File: config.mk
export PLATFORM = sky130hd
export DESIGN_NAME = harmonic_power_db_combiner_unit_flat
export DESIGN_NICKNAME = d
export VERILOG_FILES = /design/src/hw/rtl/hpdc_pkg.sv /design/src/hw/rtl/hpdc_ifs.sv /design/src/hw/rtl/hpdc_front.sv /design/src/hw/rtl/hpdc_job_fifo.sv /design/src/hw/rtl/hpdc_log_db.sv /design/src/hw/rtl/hpdc_back.sv /design/src/hw/rtl/harmonic_power_db_combiner_unit.sv /design/src/flat_wrapper.sv
export SDC_FILE = /design/constraint.sdc
export NUM_CORES = 2
export LEC_CHECK = 0
export BUFFER_PORTS_ARGS = -buffer_cell sky130_fd_sc_hd__buf_4
export CAP_MARGIN = 20
export CELL_PAD_IN_SITES_DETAIL_PLACEMENT = 2
export CELL_PAD_IN_SITES_GLOBAL_PLACEMENT = 2
export CORE_MARGIN = 5
export CORE_UTILIZATION = 34
export CTS_CLUSTER_DIAMETER = 30
export DETAILED_ROUTE_END_ITERATION = 10
export GPL_TIMING_DRIVEN = 0
export HOLD_SLACK_MARGIN = 0.08
export PLACE_DENSITY_LB_ADDON = 0.1
export SETUP_SLACK_MARGIN = 0.05
export SLEW_MARGIN = 10
export SYNTH_ARGS = -nofsm -noshare
export SYNTH_HDL_FRONTEND = slang
export SYNTH_SLANG_ARGS = --single-unit
export TNS_END_PERCENT = 5
File: constraint.sdc
create_clock -name clk -period 11.6 [get_ports clk]
set_input_delay 1.74 -clock clk [delete_from_list [all_inputs] [get_ports clk]]
set_output_delay 1.74 -clock clk [all_outputs]
set_load 0.03 [all_outputs]
File: src/hw/rtl/hpdc_pkg.sv
package hpdc_pkg;

	localparam int MAG_W      = 32;
	localparam int SUM_W      = 40;
	localparam int DB_W       = 17;
	localparam int POS_W      = 7;
	localparam int CNT_W      = 8;
	localparam int DBSUM_W    = 24;
	localparam int LOG_INT_W  = 6;
	localparam int LOG_FRAC_W = 16;
	localparam int DB_K_W     = 19;

	// -120 dB in Q8.8
	localparam logic signed [DB_W-1:0] DB_FLOOR = -17'sd30720;
	// round(20*log10(2) * 2^16)
	localparam logic [DB_K_W-1:0] DB_K = 19'd394566;

	localparam int JOB_FIFO_DEPTH = 4;
	localparam int JOB_PTR_W      = 2;

	typedef enum logic {
		JOB_LEVEL   = 1'b0,
		JOB_COMBINE = 1'b1
	} job_kind_t;

	typedef enum logic {
		MODE_SUM     = 1'b0,
		MODE_GEOMEAN = 1'b1
	} combine_mode_t;

	typedef struct packed {
		job_kind_t           kind;
		combine_mode_t       mode;
		logic [SUM_W-1:0]    operand;
		logic [POS_W-1:0]    pos;
	} job_t;

	typedef struct packed {
		logic             start;
		logic [SUM_W-1:0] x;
	} log_req_t;

	typedef struct packed {
		logic                   done;
		logic signed [DB_W-1:0] db;
	} log_rsp_t;

endpackage

File: src/hw/rtl/hpdc_ifs.sv
interface hpdc_in_if import hpdc_pkg::*; ();
	logic             valid;
	logic             ready;
	logic [MAG_W-1:0] magnitude;
	logic             last_harmonic;

	modport source(output valid, magnitude, last_harmonic, input ready);
	modport sink(input valid, magnitude, last_harmonic, output ready);
endinterface

interface hpdc_out_if import hpdc_pkg::*; ();
	logic                   valid;
	logic                   ready;
	logic signed [DB_W-1:0] level_db;
	logic                   is_combined;
	logic [POS_W-1:0]       harmonic_number;
	logic                   frame_done;

	modport source(output valid, level_db, is_combined, harmonic_number, frame_done,
		input ready);
	modport sink(input valid, level_db, is_combined, harmonic_number, frame_done,
		output ready);
endinterface

File: src/hw/rtl/hpdc_front.sv
module hpdc_front import hpdc_pkg::*; #(
	parameter int MAX_HARMONICS = 128
) (
	input  logic          clk,
	input  logic          arst_n,
	hpdc_in_if.sink       harmonic,
	input  combine_mode_t mode,
	output job_t          job,
	output logic          job_push,
	input  logic          fifo_full
);

	localparam logic [POS_W-1:0] LAST_POS = POS_W'(MAX_HARMONICS - 1);

	logic [POS_W-1:0] pos_q;
	logic [SUM_W-1:0] magsum_q;
	logic             pend_q;
	job_t             pend_job_q;

	logic             accept;
	logic             closing;
	logic [SUM_W-1:0] magsum_nxt;

	assign harmonic.ready = !pend_q && !fifo_full;
	assign accept         = harmonic.valid && harmonic.ready;
	assign closing        = harmonic.last_harmonic || (pos_q >= LAST_POS);
	assign magsum_nxt     = magsum_q + SUM_W'(harmonic.magnitude);
	// the combine request goes out after its closing level request, once the queue has room
	assign job_push       = accept || (pend_q && !fifo_full);

	always_comb begin
		if (pend_q) begin
			job = pend_job_q;
		end else begin
			job.kind    = JOB_LEVEL;
			job.mode    = mode;
			job.operand = SUM_W'(harmonic.magnitude);
			job.pos     = pos_q;
		end
	end

	always_ff @(posedge clk or negedge arst_n) begin
		if (!arst_n) begin
			pos_q    <= '0;
			magsum_q <= '0;
			pend_q   <= 1'b0;
		end else begin
			if (accept) begin
				if (closing) begin
					pos_q    <= '0;
					magsum_q <= '0;
					pend_q   <= 1'b1;
				end else begin
					pos_q    <= pos_q + 1'b1;
					magsum_q <= magsum_nxt;
				end
			end else if (pend_q && !fifo_full) begin
				pend_q <= 1'b0;
			end
		end
	end

	always_ff @(posedge clk) begin
		if (accept && closing) begin
			pend_job_q.kind    <= JOB_COMBINE;
			pend_job_q.mode    <= mode;
			pend_job_q.operand <= magsum_nxt;
			pend_job_q.pos     <= pos_q;
		end
	end

	a_push_has_room: assert property (@(posedge clk) disable iff (!arst_n)
		job_push |-> !fifo_full)
		else $error("request pushed into full queue");

	a_close_restarts: assert property (@(posedge clk) disable iff (!arst_n)
		(accept && closing) |=> (pend_q && pos_q == '0 && magsum_q == '0))
		else $error("frame close did not restart accumulation");

endmodule

File: src/hw/rtl/hpdc_job_fifo.sv
module hpdc_job_fifo import hpdc_pkg::*; (
	input  logic clk,
	input  logic arst_n,
	input  logic push,
	input  job_t push_job,
	input  logic pop,
	output job_t pop_job,
	output logic full,
	output logic empty
);

	localparam logic [JOB_PTR_W:0] DEPTH_CNT = (JOB_PTR_W + 1)'(JOB_FIFO_DEPTH);

	job_t                 mem_q [JOB_FIFO_DEPTH];
	logic [JOB_PTR_W-1:0] wr_ptr_q;
	logic [JOB_PTR_W-1:0] rd_ptr_q;
	logic [JOB_PTR_W:0]   cnt_q;

	logic do_push;
	logic do_pop;

	assign full    = (cnt_q == DEPTH_CNT);
	assign empty   = (cnt_q == '0);
	assign do_push = push && !full;
	assign do_pop  = pop && !empty;
	assign pop_job = mem_q[rd_ptr_q];

	always_ff @(posedge clk or negedge arst_n) begin
		if (!arst_n) begin
			wr_ptr_q <= '0;
			rd_ptr_q <= '0;
			cnt_q    <= '0;
		end else begin
			if (do_push) begin
				wr_ptr_q <= wr_ptr_q + 1'b1;
			end
			if (do_pop) begin
				rd_ptr_q <= rd_ptr_q + 1'b1;
			end
			case ({do_push, do_pop})
				2'b10:   cnt_q <= cnt_q + 1'b1;
				2'b01:   cnt_q <= cnt_q - 1'b1;
				default: cnt_q <= cnt_q;
			endcase
		end
	end

	always_ff @(posedge clk) begin
		if (do_push) begin
			mem_q[wr_ptr_q] <= push_job;
		end
	end

endmodule

File: src/hw/rtl/hpdc_log_db.sv
module hpdc_log_db import hpdc_pkg::*; (
	input  logic     clk,
	input  logic     arst_n,
	input  log_req_t req,
	output log_rsp_t rsp
);

	localparam int PROD_W = LOG_INT_W + LOG_FRAC_W + DB_K_W;
	localparam logic [3:0] NORM_LAST = 4'd5;
	localparam logic [3:0] SQR_LAST  = 4'd15;
	// 2^23 rounding minus the 16.0 offset of the Q24.16 input, scaled by K
	localparam logic signed [PROD_W:0] DB_BIAS =
		(PROD_W + 1)'((longint'(1) << 23) - (longint'(DB_K) << 20));

	typedef enum logic [4:0] {
		LG_IDLE = 5'b00001,
		LG_NORM = 5'b00010,
		LG_SQR  = 5'b00100,
		LG_MUL  = 5'b01000,
		LG_FIN  = 5'b10000
	} lg_state_t;

	lg_state_t             st_q;
	logic [3:0]            step_q;
	logic [SUM_W-1:0]      norm_q;
	logic [LOG_INT_W-1:0]  exp_q;
	logic [MAG_W-1:0]      man_q;
	logic [LOG_FRAC_W-1:0] frac_q;
	logic [PROD_W-1:0]     prod_q;
	logic                  zero_q;

	logic [SUM_W-1:0]      norm_nxt;
	logic [LOG_INT_W-1:0]  exp_nxt;
	logic [2*MAG_W-1:0]    sq;
	logic [MAG_W:0]        sq_top;
	logic [PROD_W-1:0]     prod_nxt;
	logic signed [PROD_W:0] db_full;

	// binary-search normalization: one shift width per cycle
	always_comb begin
		norm_nxt = norm_q;
		exp_nxt  = exp_q;
		case (step_q)
			4'd0: if (norm_q[SUM_W-1 -: 32] == '0) begin
				norm_nxt = norm_q << 32;
				exp_nxt  = exp_q - 6'd32;
			end
			4'd1: if (norm_q[SUM_W-1 -: 16] == '0) begin
				norm_nxt = norm_q << 16;
				exp_nxt  = exp_q - 6'd16;
			end
			4'd2: if (norm_q[SUM_W-1 -: 8] == '0) begin
				norm_nxt = norm_q << 8;
				exp_nxt  = exp_q - 6'd8;
			end
			4'd3: if (norm_q[SUM_W-1 -: 4] == '0) begin
				norm_nxt = norm_q << 4;
				exp_nxt  = exp_q - 6'd4;
			end
			4'd4: if (norm_q[SUM_W-1 -: 2] == '0) begin
				norm_nxt = norm_q << 2;
				exp_nxt  = exp_q - 6'd2;
			end
			4'd5: if (!norm_q[SUM_W-1]) begin
				norm_nxt = norm_q << 1;
				exp_nxt  = exp_q - 6'd1;
			end
			default: begin
				norm_nxt = norm_q;
				exp_nxt  = exp_q;
			end
		endcase
	end

	assign sq       = man_q * man_q;
	assign sq_top   = sq[2*MAG_W-1:MAG_W-1];
	assign prod_nxt = {exp_q, frac_q} * DB_K;
	assign db_full  = $signed({1'b0, prod_q}) + DB_BIAS;

	assign rsp.done = (st_q == LG_FIN);
	assign rsp.db   = zero_q ? DB_FLOOR : db_full[DB_W+23:24];

	always_ff @(posedge clk or negedge arst_n) begin
		if (!arst_n) begin
			st_q   <= LG_IDLE;
			step_q <= '0;
		end else begin
			case (st_q)
				LG_IDLE: begin
					step_q <= '0;
					if (req.start) begin
						st_q <= (req.x == '0) ? LG_FIN : LG_NORM;
					end
				end
				LG_NORM: begin
					if (step_q == NORM_LAST) begin
						step_q <= '0;
						st_q   <= LG_SQR;
					end else begin
						step_q <= step_q + 1'b1;
					end
				end
				LG_SQR: begin
					if (step_q == SQR_LAST) begin
						step_q <= '0;
						st_q   <= LG_MUL;
					end else begin
						step_q <= step_q + 1'b1;
					end
				end
				LG_MUL:  st_q <= LG_FIN;
				LG_FIN:  st_q <= LG_IDLE;
				default: st_q <= LG_IDLE;
			endcase
		end
	end

	always_ff @(posedge clk) begin
		case (st_q)
			LG_IDLE: begin
				norm_q <= req.x;
				exp_q  <= LOG_INT_W'(SUM_W - 1);
				zero_q <= (req.x == '0);
				frac_q <= '0;
			end
			LG_NORM: begin
				norm_q <= norm_nxt;
				exp_q  <= exp_nxt;
				man_q  <= norm_nxt[SUM_W-1 -: MAG_W];
			end
			LG_SQR: begin
				// square in [1,4); a carry past 2 gives a one bit and a halving
				frac_q <= {frac_q[LOG_FRAC_W-2:0], sq_top[MAG_W]};
				man_q  <= sq_top[MAG_W] ? sq_top[MAG_W:1] : sq_top[MAG_W-1:0];
			end
			LG_MUL: prod_q <= prod_nxt;
			default: ;
		endcase
	end

endmodule

File: src/hw/rtl/hpdc_back.sv
module hpdc_back import hpdc_pkg::*; (
	input  logic     clk,
	input  logic     arst_n,
	input  job_t     job,
	input  logic     job_empty,
	output logic     job_pop,
	output log_req_t log_req,
	input  log_rsp_t log_rsp,
	hpdc_out_if.source result
);

	localparam logic [4:0] DIV_STEPS = 5'(DBSUM_W);

	typedef enum logic [3:0] {
		BK_IDLE = 4'b0001,
		BK_LOG  = 4'b0010,
		BK_DIV  = 4'b0100,
		BK_EMIT = 4'b1000
	} bk_state_t;

	bk_state_t                 st_q;
	logic signed [DBSUM_W-1:0] db_sum_q;
	logic [CNT_W-1:0]          nz_cnt_q;
	logic                      out_valid_q;

	job_kind_t                 kind_q;
	logic [POS_W-1:0]          pos_q;
	logic                      nz_q;
	logic signed [DB_W-1:0]    res_q;
	logic [DBSUM_W-1:0]        num_q;
	logic [CNT_W-1:0]          den_q;
	logic [CNT_W-1:0]          rem_q;
	logic [4:0]                div_cnt_q;
	logic                      neg_q;

	logic signed [DB_W-1:0]    level_q;
	logic                      comb_q;
	logic [POS_W-1:0]          num_out_q;

	logic                      out_free;
	logic                      take_log;
	logic [DBSUM_W-1:0]        abs_sum;
	logic [CNT_W:0]            trial;
	logic [CNT_W:0]            trial_diff;
	logic                      qbit;
	logic [DBSUM_W-1:0]        quot;
	logic [DB_W-1:0]           quot_lo;

	assign out_free  = !out_valid_q || result.ready;
	assign job_pop   = (st_q == BK_IDLE) && !job_empty;
	assign take_log  = (job.kind == JOB_LEVEL) || (job.mode == MODE_SUM);
	assign log_req.start = job_pop && take_log;
	assign log_req.x     = job.operand;

	assign abs_sum    = db_sum_q[DBSUM_W-1] ? DBSUM_W'(-db_sum_q) : DBSUM_W'(db_sum_q);
	// restoring division, one quotient bit per cycle
	assign trial      = {rem_q, num_q[DBSUM_W-1]};
	assign trial_diff = trial - {1'b0, den_q};
	assign qbit       = (trial >= {1'b0, den_q});
	assign quot       = {num_q[DBSUM_W-2:0], qbit};
	assign quot_lo    = quot[DB_W-1:0];

	assign result.valid           = out_valid_q;
	assign result.level_db        = level_q;
	assign result.is_combined     = comb_q;
	assign result.harmonic_number = num_out_q;
	assign result.frame_done      = comb_q;

	always_ff @(posedge clk or negedge arst_n) begin
		if (!arst_n) begin
			st_q        <= BK_IDLE;
			db_sum_q    <= '0;
			nz_cnt_q    <= '0;
			out_valid_q <= 1'b0;
		end else begin
			if (st_q == BK_EMIT && out_free) begin
				out_valid_q <= 1'b1;
			end else if (result.ready) begin
				out_valid_q <= 1'b0;
			end
			case (st_q)
				BK_IDLE: begin
					if (!job_empty) begin
						if (job.kind == JOB_COMBINE) begin
							db_sum_q <= '0;
							nz_cnt_q <= '0;
						end
						if (take_log) begin
							st_q <= BK_LOG;
						end else if (nz_cnt_q == '0) begin
							st_q <= BK_EMIT;
						end else begin
							st_q <= BK_DIV;
						end
					end
				end
				BK_LOG: begin
					if (log_rsp.done) begin
						if (kind_q == JOB_LEVEL && nz_q) begin
							db_sum_q <= db_sum_q + DBSUM_W'(log_rsp.db);
							nz_cnt_q <= nz_cnt_q + 1'b1;
						end
						st_q <= BK_EMIT;
					end
				end
				BK_DIV: begin
					if (div_cnt_q == 5'd1) begin
						st_q <= BK_EMIT;
					end
				end
				BK_EMIT: begin
					if (out_free) begin
						st_q <= BK_IDLE;
					end
				end
				default: st_q <= BK_IDLE;
			endcase
		end
	end

	always_ff @(posedge clk) begin
		case (st_q)
			BK_IDLE: begin
				kind_q    <= job.kind;
				pos_q     <= job.pos;
				nz_q      <= (job.operand != '0);
				res_q     <= '0;
				neg_q     <= db_sum_q[DBSUM_W-1];
				num_q     <= abs_sum + DBSUM_W'(nz_cnt_q >> 1);
				den_q     <= nz_cnt_q;
				rem_q     <= '0;
				div_cnt_q <= DIV_STEPS;
			end
			BK_LOG: begin
				if (log_rsp.done) begin
					res_q <= log_rsp.db;
				end
			end
			BK_DIV: begin
				rem_q     <= qbit ? trial_diff[CNT_W-1:0] : trial[CNT_W-1:0];
				num_q     <= quot;
				div_cnt_q <= div_cnt_q - 1'b1;
				if (div_cnt_q == 5'd1) begin
					res_q <= neg_q ? -$signed(quot_lo) : $signed(quot_lo);
				end
			end
			BK_EMIT: begin
				if (out_free) begin
					level_q   <= res_q;
					comb_q    <= (kind_q == JOB_COMBINE);
					num_out_q <= pos_q;
				end
			end
			default: ;
		endcase
	end

	a_div_nonzero: assert property (@(posedge clk) disable iff (!arst_n)
		(st_q == BK_DIV) |-> (den_q != '0))
		else $error("division started with zero count");

	a_emit_loads: assert property (@(posedge clk) disable iff (!arst_n)
		(st_q == BK_EMIT && out_free) |=> (result.valid && st_q == BK_IDLE))
		else $error("result not loaded into output register");

endmodule

File: src/hw/rtl/harmonic_power_db_combiner_unit.sv
// A harmonic's level result becomes valid after its request is accepted and the log
// unit has run, with the back end idle and the output free; for a zero magnitude the
// log unit skips its steps. The combined result follows (log or 24-step divide); a zero
// sum skips the log steps, and mean mode without input goes straight to the output.
// The log unit has 6 normalize and 16 squaring steps; the 4-deep queue absorbs bursts.
// Reset clears all accumulators, the queue and the output; combine_mode resets to 0.
module harmonic_power_db_combiner_unit import hpdc_pkg::*; #(
	parameter int MAX_HARMONICS = 128
) (
	input  logic clk,
	input  logic arst_n,
	hpdc_in_if.sink    harmonic,
	hpdc_out_if.source result,
	input  logic cfg_we,
	input  logic cfg_wdata
);

	combine_mode_t combine_mode_q;

	job_t     push_job;
	job_t     pop_job;
	logic     job_push;
	logic     job_pop;
	logic     fifo_full;
	logic     fifo_empty;
	log_req_t log_req;
	log_rsp_t log_rsp;

	always_ff @(posedge clk or negedge arst_n) begin
		if (!arst_n) begin
			combine_mode_q <= MODE_SUM;
		end else if (cfg_we) begin
			combine_mode_q <= combine_mode_t'(cfg_wdata);
		end
	end

	hpdc_front #(
		.MAX_HARMONICS(MAX_HARMONICS)
	) u_front (
		.clk      (clk),
		.arst_n   (arst_n),
		.harmonic (harmonic),
		.mode     (combine_mode_q),
		.job      (push_job),
		.job_push (job_push),
		.fifo_full(fifo_full)
	);

	hpdc_job_fifo u_fifo (
		.clk     (clk),
		.arst_n  (arst_n),
		.push    (job_push),
		.push_job(push_job),
		.pop     (job_pop),
		.pop_job (pop_job),
		.full    (fifo_full),
		.empty   (fifo_empty)
	);

	hpdc_log_db u_log (
		.clk   (clk),
		.arst_n(arst_n),
		.req   (log_req),
		.rsp   (log_rsp)
	);

	hpdc_back u_back (
		.clk      (clk),
		.arst_n   (arst_n),
		.job      (pop_job),
		.job_empty(fifo_empty),
		.job_pop  (job_pop),
		.log_req  (log_req),
		.log_rsp  (log_rsp),
		.result   (result)
	);

endmodule
File: src/flat_wrapper.sv
// flat-port wrapper written by rule: the top's interface ports become plain ports
module harmonic_power_db_combiner_unit_flat import hpdc_pkg::*;
#(
	parameter int MAX_HARMONICS = 128
)
  (clk, arst_n, cfg_we, cfg_wdata, harmonic_valid, harmonic_magnitude, harmonic_last_harmonic, harmonic_ready, result_valid, result_level_db, result_is_combined, result_harmonic_number, result_frame_done, result_ready);
  hpdc_in_if harmonic_i ();
  hpdc_out_if result_i ();
  input  logic clk;
  input  logic arst_n;
  input  logic cfg_we;
  input  logic cfg_wdata;
  input wire logic [$bits(harmonic_i.valid)-1:0] harmonic_valid;
  input wire logic [$bits(harmonic_i.magnitude)-1:0] harmonic_magnitude;
  input wire logic [$bits(harmonic_i.last_harmonic)-1:0] harmonic_last_harmonic;
  output wire logic [$bits(harmonic_i.ready)-1:0] harmonic_ready;
  output wire logic [$bits(result_i.valid)-1:0] result_valid;
  output wire logic [$bits(result_i.level_db)-1:0] result_level_db;
  output wire logic [$bits(result_i.is_combined)-1:0] result_is_combined;
  output wire logic [$bits(result_i.harmonic_number)-1:0] result_harmonic_number;
  output wire logic [$bits(result_i.frame_done)-1:0] result_frame_done;
  input wire logic [$bits(result_i.ready)-1:0] result_ready;
  assign harmonic_i.valid = harmonic_valid;
  assign harmonic_i.magnitude = harmonic_magnitude;
  assign harmonic_i.last_harmonic = harmonic_last_harmonic;
  assign harmonic_ready = harmonic_i.ready;
  assign result_valid = result_i.valid;
  assign result_level_db = result_i.level_db;
  assign result_is_combined = result_i.is_combined;
  assign result_harmonic_number = result_i.harmonic_number;
  assign result_frame_done = result_i.frame_done;
  assign result_i.ready = result_ready;
  harmonic_power_db_combiner_unit #(.MAX_HARMONICS(MAX_HARMONICS)) u_core (.clk(clk), .arst_n(arst_n), .harmonic(harmonic_i), .result(result_i), .cfg_we(cfg_we), .cfg_wdata(cfg_wdata));
endmodule
==> results.cfg <==
[floorplanning]
fp-row-count = 158
die_area_um2 = 194000
die_h_um = 441
die_w_um = 441
fp.coreArea_um2 = 185000
io_pins = 67
start_util_pct = 34.1

[placed_design]
gp_congestion = 0.892
pre_cts_slack_ps = 141
hpwl_um = 191000
place_inst = 8744
io_buffers = 65
placed_area_um2 = 67300

[synth]
yosysMostFrequentCell = inv_1
synth_edf_count = 456
syn-num-nets = 7645
post-synth-top-area-cell = fa_1
netlist.area_leader.share_pct = 27.7
synth_ff_type = edfxtp_1
syn_inst = 6166
ys_ff_latch = 558
syn-cell-area_um2 = 63100
async_flop_share_pct = 18.3
synth_common_cells = inv_1 (1,220), fa_1 (872), nand2_1 (622)
synth_seq_area_share_pct = 25.8
ys_types = 102
yosysWarningCount = 0
synthTopCellsByArea = fa_1 (28%), edfxtp_1 (22%), ha_1 (11%)
syn_area_per_cell_um2 = 10.2

[status]
status = finished clean

[finish]
final_cells = 8944
synthToLayoutAreaGrowth_pct = 12.4
fin_nets = 7851
design_area_um2 = 70900
layout-drive-gt1-share_pct = 7.24

[min_path]
min_to = u_core.u_back.result.harmonic_number[1]$_DFFE_PP_
hp-start = u_core.u_back.pos_q[1]$_DFFE_PN_
hold_path_class = reg2reg
hold_depth = 0

[worst_setup_path]
timing.rr.end = u_core.u_log.man_q[23]$_DFFE_PP_
startpoint = u_core.u_log.man_q[13]$_DFFE_PP_
critical_path_class = reg2reg
critPathMostFrequentCell = fa_1
r2r_cells = 31
path_max_fanout = 10
reg2reg_from = u_core.u_log.man_q[13]$_DFFE_PP_
critPathLaunchType = flip-flop
cp_slowest_cell = clkbuf_1
max_stage_delay_ps = 880
crit_path_end_kind = flip-flop
path_buf_inv = 12
worst_ep_arrival_time_ps = 11410
cpLargestDelayFamily = adder cells
rrSetupSlack_ps = 570
required_ps = 11980

[global_routing]
grt_pass1_wl_um = 351000
antenna_found_initial = 9
track_usage_pct = 24.2
grt_max_degree = 71
gr-total-overflow = 0
grt_pass1_vias = 52800

[sta]
rsz0062_at_grt = no
maxSlewHeadroom_pct = 13.3
fin_ws_ps = 567
slew_viol_final = 0
finalCritPeriodShare_pct = 95.1
finalSetupViolCount = 0
tightest_slew_ps = 1300
max_freq_mhz = 90.6
finClkSkew_ps = 75.9
hold_viol_final = 0
min_period_ps = 11030

[drt]
first_pass_iters = 5
first_iter_violations = 2265
drt_drc_violations_left = 0
ant_nets = 0
vias_per_cell = 5.13
wire_per_inst_um = 26.0
vias = 45900
drt_wl_total_um = 233000

[clock_tree]
cts.sinks = 558
worst_skew_pair.late_latency_ps = 720
cts_tree = yes
root_buffer = clkbuf_16
cts_made_buffers = 103
postCtsHoldBufs = 0
clk_pin_slew_ps = 60
clockBufferDepth = 3
htreeDepth = 3
postCtsSetupBuffers = 0

[flow_run]
max_cap_viol_count = 0
## worst max path at each step
stage	end	depth (start not counted)
after floorplan	u_core.u_log.man_q[26]$_DFFE_PP_	28
after global placement	u_core.u_log.man_q[23]$_DFFE_PP_	29
after detailed placement	u_core.u_log.man_q[23]$_DFFE_PP_	31
after CTS	u_core.u_log.man_q[23]$_DFFE_PP_	31
after global routing	u_core.u_log.man_q[23]$_DFFE_PP_	29
final	u_core.u_log.man_q[23]$_DFFE_PP_	31
## layout make-up
type	instances	area [µm²]
Clock buffer	108	2600
Antenna cell	1	2.50
Buffer	243	977
Fill cell	19900	114000
Multi-Input combinational cell	4143	41300
Clock inverter	88	977
Inverter	1222	4590
Tap cell	2480	3100
Sequential cell	558	16200
Timing Repair Buffer	101	1050
## state kept, by name (all words and copies together), names as in the netlist, 8 cells and up
name / count
u_core.u_back.rem_q: 8
u_core.u_log.man_q: 32
u_core.u_back.den_q: 8
u_core.u_log.frac_q: 16
u_core.u_back.num_q: 24
u_core.u_fifo.mem_q: 196
u_core.u_back.result.level_db: 17
u_core.u_front.magsum_q: 40
u_core.u_back.nz_cnt_q: 8
u_core.u_back.res_q: 17
u_core.u_front.pend_job_q: 48
u_core.u_log.norm_q: 40
u_core.u_log.prod_q: 20
u_core.u_back.db_sum_q: 24
## repair_timing
| item | in CTS | in global routing |
|---|---|---|
| setup endpoints to repair | 0 | 2 |
| hold endpoints to repair | 0 | 0 |
| gates resized for setup | 0 | 1 |
## cells by family (layout without fill, tap and decap cells)
logic type	count (synthesis)	after routing	share of synthesized area [%]
AO/OA/AOI/OAI	887	887	9.29
XOR/XNOR	227	227	3.15
adder cells (fa/ha/maj)	1440	1440	39.0
buffers and inverters	1465	1762	8.80
flip-flops	558	558	25.8
multiplexers	115	115	2.90
other	1	2	0.00595
AND/OR/NAND/NOR	1473	1473	11.1
## stage by stage
step	hold slack, ps	utilization, %	TNS, ps
2_1_floorplan	400	-	0
3_3_place_gp	403	36.0	-927
3_5_place_dp	406	36.3	0
4_1_cts	419	38.3	0
5_1_grt	420	38.3	0
6_report	417	38.3	0
## worst register-to-register path, delay by kind of cell, from the launching register on
kind	cells	cell delay, ps
AOI/OAI and AO/OA	5	1510
adders and majority gates	9	4220
buffers and inverters	12	2940
DFF	1	580
and+or+nand+nor	5	1460
## placed cells by master (no fill, tap or decap), drive strengths merged, types with 31 or more instances in the layout
| cell | instances |
|---|---|
| xor2 | 99 |
| nor2b | 33 |
| a22o | 31 |
| nand4 | 39 |
| nor3 | 43 |
| a21oi | 226 |
| o21ai | 215 |
| a21o | 82 |
| edfxtp | 456 |
| nand2 | 623 |
| nor2 | 264 |
| clkbuf | 312 |
| and2 | 260 |
| inv | 1239 |
| fa | 872 |
| xnor2 | 128 |
| clkinv | 47 |
| buf | 140 |
| mux4 | 49 |
| a221oi | 41 |
| ha | 568 |
| mux2 | 44 |
| and3 | 40 |
| dfrtp | 100 |
| nand3 | 47 |
## metal layers
layer | wire (µm) | vias up | share of wire (%) | track usage, %
li1 | - | 20600 | - | -
met1 | 102000 | 24300 | 44 | 32.1
met2 | 119000 | 763 | 51 | 43.3
met3 | 6600 | 245 | 2.8 | 1.96
met4 | 5730 | 0 | 2.5 | 5.60
met5 | 0 | - | 0 | 0
Power is left out: the tool's default activity adds up to more than one toggle a clock period on the data nets, which glitch-free logic cannot reach.
